**src/hdl/csq_pkg.sv**
```systemverilog
// Shared types and constants for the counting semaphore with wait queue.
`default_nettype none
package csq_pkg;

    // Default sizes
    localparam int QUEUE_DEPTH_DEF = 16;
    localparam int ID_BITS_DEF     = 8;

    // Count range and register map
    localparam int COUNT_BITS = 16;
    localparam int INIT_BITS  = 8;
    localparam int PADDR_BITS = 3;
    localparam int PDATA_BITS = 32;
    localparam logic [PADDR_BITS-1:0] ADDR_INITIAL_COUNT = 3'd0;
    localparam logic [INIT_BITS-1:0]  INITIAL_COUNT_RST  = 8'd1;

    localparam logic signed [COUNT_BITS-1:0] COUNT_MAX = 16'sh7FFF;
    localparam logic signed [COUNT_BITS-1:0] COUNT_MIN = 16'sh8000;

    // Request codes
    typedef enum logic {
        REQ_WAIT   = 1'b0,
        REQ_SIGNAL = 1'b1
    } t_req;

    // Queue command from the control logic to the cell chain
    typedef struct packed {
        logic push;
        logic pop;
    } t_queue_cmd;

    // Queue status back to the control logic
    typedef struct packed {
        logic full;
        logic empty;
    } t_queue_status;

endpackage
`default_nettype wire

```
**src/hdl/counting_semaphore_wait_queue.sv**
```systemverilog
// Top level: semaphore count, request handling, output skid and APB register.
//
// Usage: a request (req type, requester id) enters on the i_in_valid /
// o_in_ready channel; each request gives exactly one result on the
// o_out_valid / i_out_ready channel (blocked, overflow drop, woken id,
// empty error and the count after the request).
// An accepted request's result is registered in the output register, or
// in the skid register if an untaken result is held. Throughput, while
// o_in_ready is high, is one request per cycle, set by the single count update and one-step cell shift.
// A wait that drives the count negative pushes its id into the first free
// cell; a signal that leaves the count at or below zero pops cell 0.
// Reset loads the count from initial_count (reset value 1) and empties the
// queue. Writing initial_count over APB reloads the count only.
// When the receiver stalls, one further request is taken into a skid
// register; o_in_ready then drops until the held result moves out.
`default_nettype none
module counting_semaphore_wait_queue
    import csq_pkg::*;
#(
    parameter int QUEUE_DEPTH = QUEUE_DEPTH_DEF,
    parameter int ID_BITS     = ID_BITS_DEF
) (
    input  wire logic                  i_clk,
    input  wire logic                  i_rst_n,
    // Request channel
    input  wire logic                  i_in_valid,
    output logic                       o_in_ready,
    input  wire logic                  i_req_type,
    input  wire logic [ID_BITS-1:0]    i_requester_id,
    // Result channel
    output logic                       o_out_valid,
    input  wire logic                  i_out_ready,
    output logic                       o_blocked,
    output logic                       o_overflow_drop,
    output logic                       o_woke_valid,
    output logic [ID_BITS-1:0]         o_woke_id,
    output logic                       o_empty_error,
    output logic signed [COUNT_BITS-1:0] o_count_now,
    // Configuration port
    input  wire logic                  psel,
    input  wire logic                  penable,
    input  wire logic                  pwrite,
    input  wire logic [PADDR_BITS-1:0] paddr,
    input  wire logic [PDATA_BITS-1:0] pwdata,
    output logic [PDATA_BITS-1:0]      prdata,
    output logic                       pready
);

    localparam int RES_BITS = 4 + ID_BITS + COUNT_BITS;

    logic [INIT_BITS-1:0]          r_init;
    logic signed [COUNT_BITS-1:0]  r_count;
    logic signed [COUNT_BITS-1:0]  n_count;
    logic                          r_out_valid;
    logic                          r_skid_valid;
    logic [RES_BITS-1:0]           r_out;
    logic [RES_BITS-1:0]           r_skid;
    logic [RES_BITS-1:0]           w_result;
    logic                          w_accept;
    logic                          w_take;
    logic                          w_cfg_write;
    logic                          w_blocked;
    logic                          w_ovf;
    logic                          w_woke;
    logic                          w_empty_err;
    logic [ID_BITS-1:0]            w_woke_id;
    t_queue_cmd                    w_cmd;
    t_queue_status                 w_status;
    logic [ID_BITS-1:0]            w_head_id;

    assign w_accept    = i_in_valid && o_in_ready;
    assign w_take      = r_out_valid && i_out_ready;
    assign w_cfg_write = psel && penable && pwrite && pready
                         && (paddr == ADDR_INITIAL_COUNT);

    // Work out the new count and the queue action for one request
    always_comb begin
        n_count     = r_count;
        w_blocked   = 1'b0;
        w_ovf       = 1'b0;
        w_woke      = 1'b0;
        w_empty_err = 1'b0;
        w_woke_id   = '0;
        w_cmd       = '0;
        if (t_req'(i_req_type) == REQ_WAIT) begin
            if (r_count != COUNT_MIN) begin
                n_count = r_count - 16'sd1;
            end
            if (n_count < 0) begin
                if (w_status.full) begin
                    w_ovf = 1'b1;
                end else begin
                    w_blocked = 1'b1;
                    w_cmd.push = w_accept;
                end
            end
        end else begin
            if (r_count != COUNT_MAX) begin
                n_count = r_count + 16'sd1;
            end
            if (n_count <= 0) begin
                if (w_status.empty) begin
                    w_empty_err = 1'b1;
                end else begin
                    w_woke    = 1'b1;
                    w_woke_id = w_head_id;
                    w_cmd.pop = w_accept;
                end
            end
        end
    end

    assign w_result = {w_blocked, w_ovf, w_woke, w_empty_err, w_woke_id, n_count};

    csq_queue #(
        .QUEUE_DEPTH (QUEUE_DEPTH),
        .ID_BITS     (ID_BITS)
    ) u_queue (
        .i_clk     (i_clk),
        .i_rst_n   (i_rst_n),
        .i_cmd     (w_cmd),
        .i_push_id (i_requester_id),
        .o_status  (w_status),
        .o_head_id (w_head_id)
    );

    // Hold the register and the count; a register write reloads the count
    always_ff @(posedge i_clk) begin
        if (!i_rst_n) begin
            r_init  <= INITIAL_COUNT_RST;
            r_count <= COUNT_BITS'(INITIAL_COUNT_RST);
        end else if (w_cfg_write) begin
            r_init  <= pwdata[INIT_BITS-1:0];
            r_count <= COUNT_BITS'(pwdata[INIT_BITS-1:0]);
        end else if (w_accept) begin
            r_count <= n_count;
        end
    end

    // Advance results through the output register and the skid register
    always_ff @(posedge i_clk) begin
        if (!i_rst_n) begin
            r_out_valid  <= 1'b0;
            r_skid_valid <= 1'b0;
        end else if (w_take) begin
            if (r_skid_valid) begin
                r_skid_valid <= 1'b0;
            end else if (!w_accept) begin
                r_out_valid <= 1'b0;
            end
        end else if (w_accept) begin
            if (r_out_valid) begin
                r_skid_valid <= 1'b1;
            end else begin
                r_out_valid <= 1'b1;
            end
        end
    end

    always_ff @(posedge i_clk) begin
        if (w_take) begin
            if (r_skid_valid) begin
                r_out <= r_skid;
            end else if (w_accept) begin
                r_out <= w_result;
            end
        end else if (w_accept) begin
            if (r_out_valid) begin
                r_skid <= w_result;
            end else begin
                r_out <= w_result;
            end
        end
    end

    assign o_in_ready  = !r_skid_valid;
    assign o_out_valid = r_out_valid;
    assign {o_blocked, o_overflow_drop, o_woke_valid, o_empty_error, o_woke_id,
            o_count_now} = r_out;

    // Register read-back
    always_comb begin
        prdata = '0;
        if (paddr == ADDR_INITIAL_COUNT) begin
            prdata = PDATA_BITS'(r_init);
        end
    end

    assign pready = 1'b1;

endmodule
`default_nettype wire

```
**src/hdl/csq_cell.sv**
```systemverilog
// One slot of the wait queue: holds an id and passes it toward the head.
`default_nettype none
module csq_cell
    import csq_pkg::*;
#(
    parameter int ID_BITS = ID_BITS_DEF
) (
    input  wire logic               i_clk,
    input  wire logic               i_rst_n,
    input  wire t_queue_cmd         i_cmd,
    input  wire logic [ID_BITS-1:0] i_push_id,
    input  wire logic               i_prev_valid,
    input  wire logic               i_next_valid,
    input  wire logic [ID_BITS-1:0] i_next_id,
    output logic                    o_valid,
    output logic [ID_BITS-1:0]      o_id
);

    logic               r_valid;
    logic [ID_BITS-1:0] r_id;
    logic               n_valid;
    logic [ID_BITS-1:0] n_id;

    // Pop takes the neighbor's entry; push fills the first free slot
    always_comb begin
        n_valid = r_valid;
        n_id    = r_id;
        if (i_cmd.pop) begin
            n_valid = i_next_valid;
            n_id    = i_next_id;
        end else if (i_cmd.push && !r_valid && i_prev_valid) begin
            n_valid = 1'b1;
            n_id    = i_push_id;
        end
    end

    always_ff @(posedge i_clk) begin
        if (!i_rst_n) begin
            r_valid <= 1'b0;
        end else begin
            r_valid <= n_valid;
        end
    end

    always_ff @(posedge i_clk) begin
        r_id <= n_id;
    end

    assign o_valid = r_valid;
    assign o_id    = r_id;

endmodule
`default_nettype wire

```
**src/hdl/csq_queue.sv**
```systemverilog
// Wait queue built as a row of cells; cell 0 is the head.
`default_nettype none
module csq_queue
    import csq_pkg::*;
#(
    parameter int QUEUE_DEPTH = QUEUE_DEPTH_DEF,
    parameter int ID_BITS     = ID_BITS_DEF
) (
    input  wire logic               i_clk,
    input  wire logic               i_rst_n,
    input  wire t_queue_cmd         i_cmd,
    input  wire logic [ID_BITS-1:0] i_push_id,
    output t_queue_status           o_status,
    output logic [ID_BITS-1:0]      o_head_id
);

    logic [QUEUE_DEPTH-1:0] w_valid;
    logic [ID_BITS-1:0]     w_id [QUEUE_DEPTH];

    // Chain the cells; the ends see a full left edge and an empty right edge
    for (genvar i = 0; i < QUEUE_DEPTH; i++) begin : g_cell
        logic               w_prev_valid;
        logic               w_next_valid;
        logic [ID_BITS-1:0] w_next_id;

        if (i == 0) begin : g_head
            assign w_prev_valid = 1'b1;
        end else begin : g_body
            assign w_prev_valid = w_valid[i-1];
        end

        if (i == QUEUE_DEPTH-1) begin : g_tail
            assign w_next_valid = 1'b0;
            assign w_next_id    = '0;
        end else begin : g_link
            assign w_next_valid = w_valid[i+1];
            assign w_next_id    = w_id[i+1];
        end

        csq_cell #(
            .ID_BITS (ID_BITS)
        ) u_cell (
            .i_clk        (i_clk),
            .i_rst_n      (i_rst_n),
            .i_cmd        (i_cmd),
            .i_push_id    (i_push_id),
            .i_prev_valid (w_prev_valid),
            .i_next_valid (w_next_valid),
            .i_next_id    (w_next_id),
            .o_valid      (w_valid[i]),
            .o_id         (w_id[i])
        );
    end

    // Report fill state and the oldest id
    assign o_status.full  = w_valid[QUEUE_DEPTH-1];
    assign o_status.empty = !w_valid[0];
    assign o_head_id      = w_id[0];

endmodule
`default_nettype wire
```
**config.mk**
```make
export PLATFORM = sky130hd
export DESIGN_NAME = counting_semaphore_wait_queue
export DESIGN_NICKNAME = d
export VERILOG_FILES = /design/src/hdl/csq_pkg.sv /design/src/hdl/counting_semaphore_wait_queue.sv /design/src/hdl/csq_cell.sv /design/src/hdl/csq_queue.sv
export SDC_FILE = /design/constraint.sdc
export NUM_CORES = 1
export LEC_CHECK = 0
export BUFFER_PORTS_ARGS = -buffer_cell sky130_fd_sc_hd__buf_2
export CAP_MARGIN = 20
export CORE_MARGIN = 10
export CORE_UTILIZATION = 55
export DETAILED_ROUTE_END_ITERATION = 12
export PLACE_DENSITY_LB_ADDON = 0.1
export SLEW_MARGIN = 20
export SYNTH_ARGS = -nofsm -noshare
export SYNTH_HDL_FRONTEND = slang
export SYNTH_SLANG_ARGS = --single-unit
```
**constraint.sdc**
```tcl
create_clock -name i_clk -period 6.8 [get_ports i_clk]
set_input_delay 1.36 -clock i_clk [delete_from_list [all_inputs] [get_ports i_clk]]
set_output_delay 1.36 -clock i_clk [all_outputs]
set_load 0.02 [all_outputs]
```
==> out/metrics.yaml <==
synthesis:
  synth.most_common_cell: "edfxtp_1"
  ys_async_sr_fraction_pct: 0
  synth_seq_cells: 226
  synth_cell_types: 63
  ys_seq_area_share_pct: 57.7
  synth_top_area_share_pct: 48.5
  synth_top_family_by_area: "multiplexers"
  ys_warn_count: 0
  synth-simple-area-share_pct: 10.9
  syn_inst: 882
  ys_top_cells_by_area: "edfxtp_1 (49%), mux2_2 (10%), dfxtp_1 (9.2%), nand2_1 (4.0%), mux2_1 (2.8%)"
  synth_top_area_cell: "edfxtp_1"
  muxShareOfSynthArea_pct: 15.6
  synth_compound_area_share_pct: 7.95
  synth_edf_count: 176
  synthTopCellsByCount: "edfxtp_1 (176), nand2_1 (115), mux2_2 (101), dfxtp_1 (50), buf_4 (36)"
  avgSynthCellArea_um2: 12.3
  synth_ff_type: "edfxtp_1"
  syn-cell-area_mm2: 0.0109
  synth_xor_area_share_pct: 1.93
  synthAdderAreaFrac_pct: 0.460
floorplanning:
  die_area_mm2: 0.0258
  start_util_pct: 55.9
  ios: 114
  fp.dieW_um: 161
  rows: 51
  die_y_um: 161
  core_region_area_mm2: 0.0195
setup_path:
  end_kind: "flip-flop"
  r2r-end: "u_queue.g_cell[6].u_cell.o_id[4]"
  cp_slowest_cell: "or4_1"
  rrSetupSlack_ps: 2390
  rr_startpoint: "r_count[0]"
  worstSetupPathType: "flip-flop to flip-flop"
  start_kind: "flip-flop"
  crit_chain: "ha_1 > nand4_4 > or4_1 > a211oi_1 > a41oi_1 > or4_4 > a21oi_4 > buf_12 > mux2_2"
  critPathMaxFanout: 135
  crit_path_max_incr_delay_ps: 850
  worstSetupStartpoint: "r_count[0]"
  arrival_ps: 4670
  r2r_cells: 9
  crit_end: "u_queue.g_cell[6].u_cell.o_id[4]"
  required_ps: 7060
global_route:
  grt_pass1_wl_um: 35200
  grt_max_degree: 136
  overflow: 0
  antenna_found_initial: 0
  grtUsageTotal_pct: 16.2
  grt_pass1_vias: 6745
clocking:
  htreeDepth: 1
  ctsResizeCount: 0
  tritoncts: "built"
  clkLatencyLatePin_ps: 520
  cts_made_buffers: 25
  clk_pin_slew_ps: 60
  clk_path_buf_depth: 3
  post_cts_buffers: 0
  cts.sinks: 226
  hold_buffers: 0
  root_buffer: "clkbuf_16"
route:
  dr_wl_met3_um: 1310
  ant_nets: 0
  drt-met1-wl_um: 9800
  drt_wl_total_um: 21200
  dr.max_layer_used: "met4"
  post_drt_wl_per_cell_um: 17.6
  wl_met2_um: 9800
  drc: 0
  drt-vias-per-instance: 5.59
  dr.pass1.iters: 5
  drt_iter0_drc: 432
  vias: 6747
place:
  preCtsSetupSlack_ps: 2450
  place_hpwl_um: 14800
  place_area_mm2: 0.0113
  gp_congestion: 0.866
  numPortBuffers: 64
timing:
  fin_worst_skew_ps: 6.41
  fmax_ghz: 0.227
  tns_ps: 0
  rsz0062_at_grt: "false"
  hold_violations: 0
  fin_crit_sh_pct: 64.8
  drv_slew: 0
  period_minus_slack_ps: 4410
  setup-violations-final: 0
  hold_ws_ps: 452
  timing.slew.headroom_pct: 41.9
  worst_pin_slew_ps: 863
  layout_setup_ws_ps: 2390
cells_and_area:
  area_delta_synth_final_pct: 10.4
  n_antenna_cell: 0
  fin_area_mm2: 0.0120
  layout.nets: 982
  n_fill_cell: 1567
  fin_util_pct: 61.7
  drive_gt1_share_pct: 24.8
hold_path:
  hold_class: "flip-flop to flip-flop"
  hold_depth: 2
flow_run:
  cap_violations: 0
power:
  powerDensity_mw_per_mm2: 258
  peakVddDrop_uv: 161
  p_leak_nw: 4.40
outcome:
  status: "finished, final reports clean"
-- where the power goes --
| part | switching, mW | internal (mW) |
|---|---|---|
| combinational | 0.189 | 0.108 |
| clock | 0.512 | 0.733 |
| sequential | 0.0288 | 1.53 |
-- worst min-delay path by stage --
| stage | start | end | slack, ps |
|---|---|---|---|
| floorplan | r_init[0] | r_init[0] | 410 |
| global placement | r_init[0] | r_init[0] | 440 |
| CTS | r_init[0] | r_init[0] | 450 |
| detailed placement | r_init[0] | r_init[0] | 440 |
| global route | r_init[0] | r_init[0] | 480 |
| finish | r_init[0] | r_init[0] | 450 |
-- stage by stage --
| step | cells | power (mW) |
|---|---|---|
| finish | 1207 | 3.10 |
| global route | 1207 | 3.22 |
| CTS | 1207 | 3.13 |
| detailed placement | 1165 | 1.88 |
| global placement | 1165 | 1.88 |
| floorplan | 905 | 1.81 |
-- placed cells by master (no fill, tap or decap), types with 5 or more instances in the layout --
cell type,count
conb_1,25
a21oi_1,16
nor2_1,34
edfxtp_1,176
nor3_1,11
mux2i_1,24
o22ai_1,5
a21boi_0,9
o21ai_0,27
xnor2_1,10
nand4_1,7
nand2_1,115
clkbuf_16,25
xor2_1,14
a21o_1,18
a22o_1,11
inv_1,12
or3_1,6
mux2_2,101
and2_1,14
buf_4,18
nand3_1,11
and3_1,18
nor4_1,7
buf_2,64
dfxtp_1,50
mux2_1,27
clkinv_1,9
o21ai_1,5
-- sequential cells by signal, indices dropped and copies added (netlist names) --
| name | cells |
|---|---|
| o_out_valid | 1 |
| r_count | 16 |
| r_init | 8 |
| r_out | 28 |
| r_skid | 28 |
| r_skid_valid | 1 |
| u_queue.g_cell.u_cell.o_id | 128 |
| u_queue.g_cell.u_cell.o_valid | 16 |
-- metal layers --
| metal | GRT usage [%] | vias to the layer above |
|---|---|---|
| met1 | 22.3 | 3254 |
| li1 | - | 3289 |
| met2 | 25.7 | 175 |
| met3 | 3.17 | 29 |
| met5 | 0 | - |
| met4 | 4.01 | 0 |
-- area by class of cell --
type / count / area [um^2] / share of cell area (%)
inverter: 14 / 52.6 / 0.437
multi-input combinational: 577 / 4110 / 34.2
tap: 265 / 332 / 2.76
timing repair buffer: 83 / 475 / 3.96
sequential: 226 / 6290 / 52.3
clock inverter: 11 / 92.6 / 0.770
clock buffer: 31 / 668 / 5.56
-- critical path: cells and delay by family, from the launching register on --
| family | cells | cell delay [ps] |
|---|---|---|
| AO/OA/AOI/OAI | 3 | 590 |
| adder cells (fa/ha/maj) | 1 | 310 |
| buffers and inverters | 1 | 520 |
| flip-flops | 1 | 510 |
| multiplexers | 1 | 410 |
| AND/OR/NAND/NOR | 3 | 1670 |
-- cell families (layout without fill, tap and decap cells) --
family	after synthesis	after routing
AO/OA/AOI/OAI	126	126
XOR/XNOR	24	24
adder cells (fa/ha/maj)	4	4
buffers and inverters	102	139
flip-flops	226	226
multiplexers	153	153
other	2	25
AND/OR/NAND/NOR	245	245
Power figures use the tool's default switching activity.
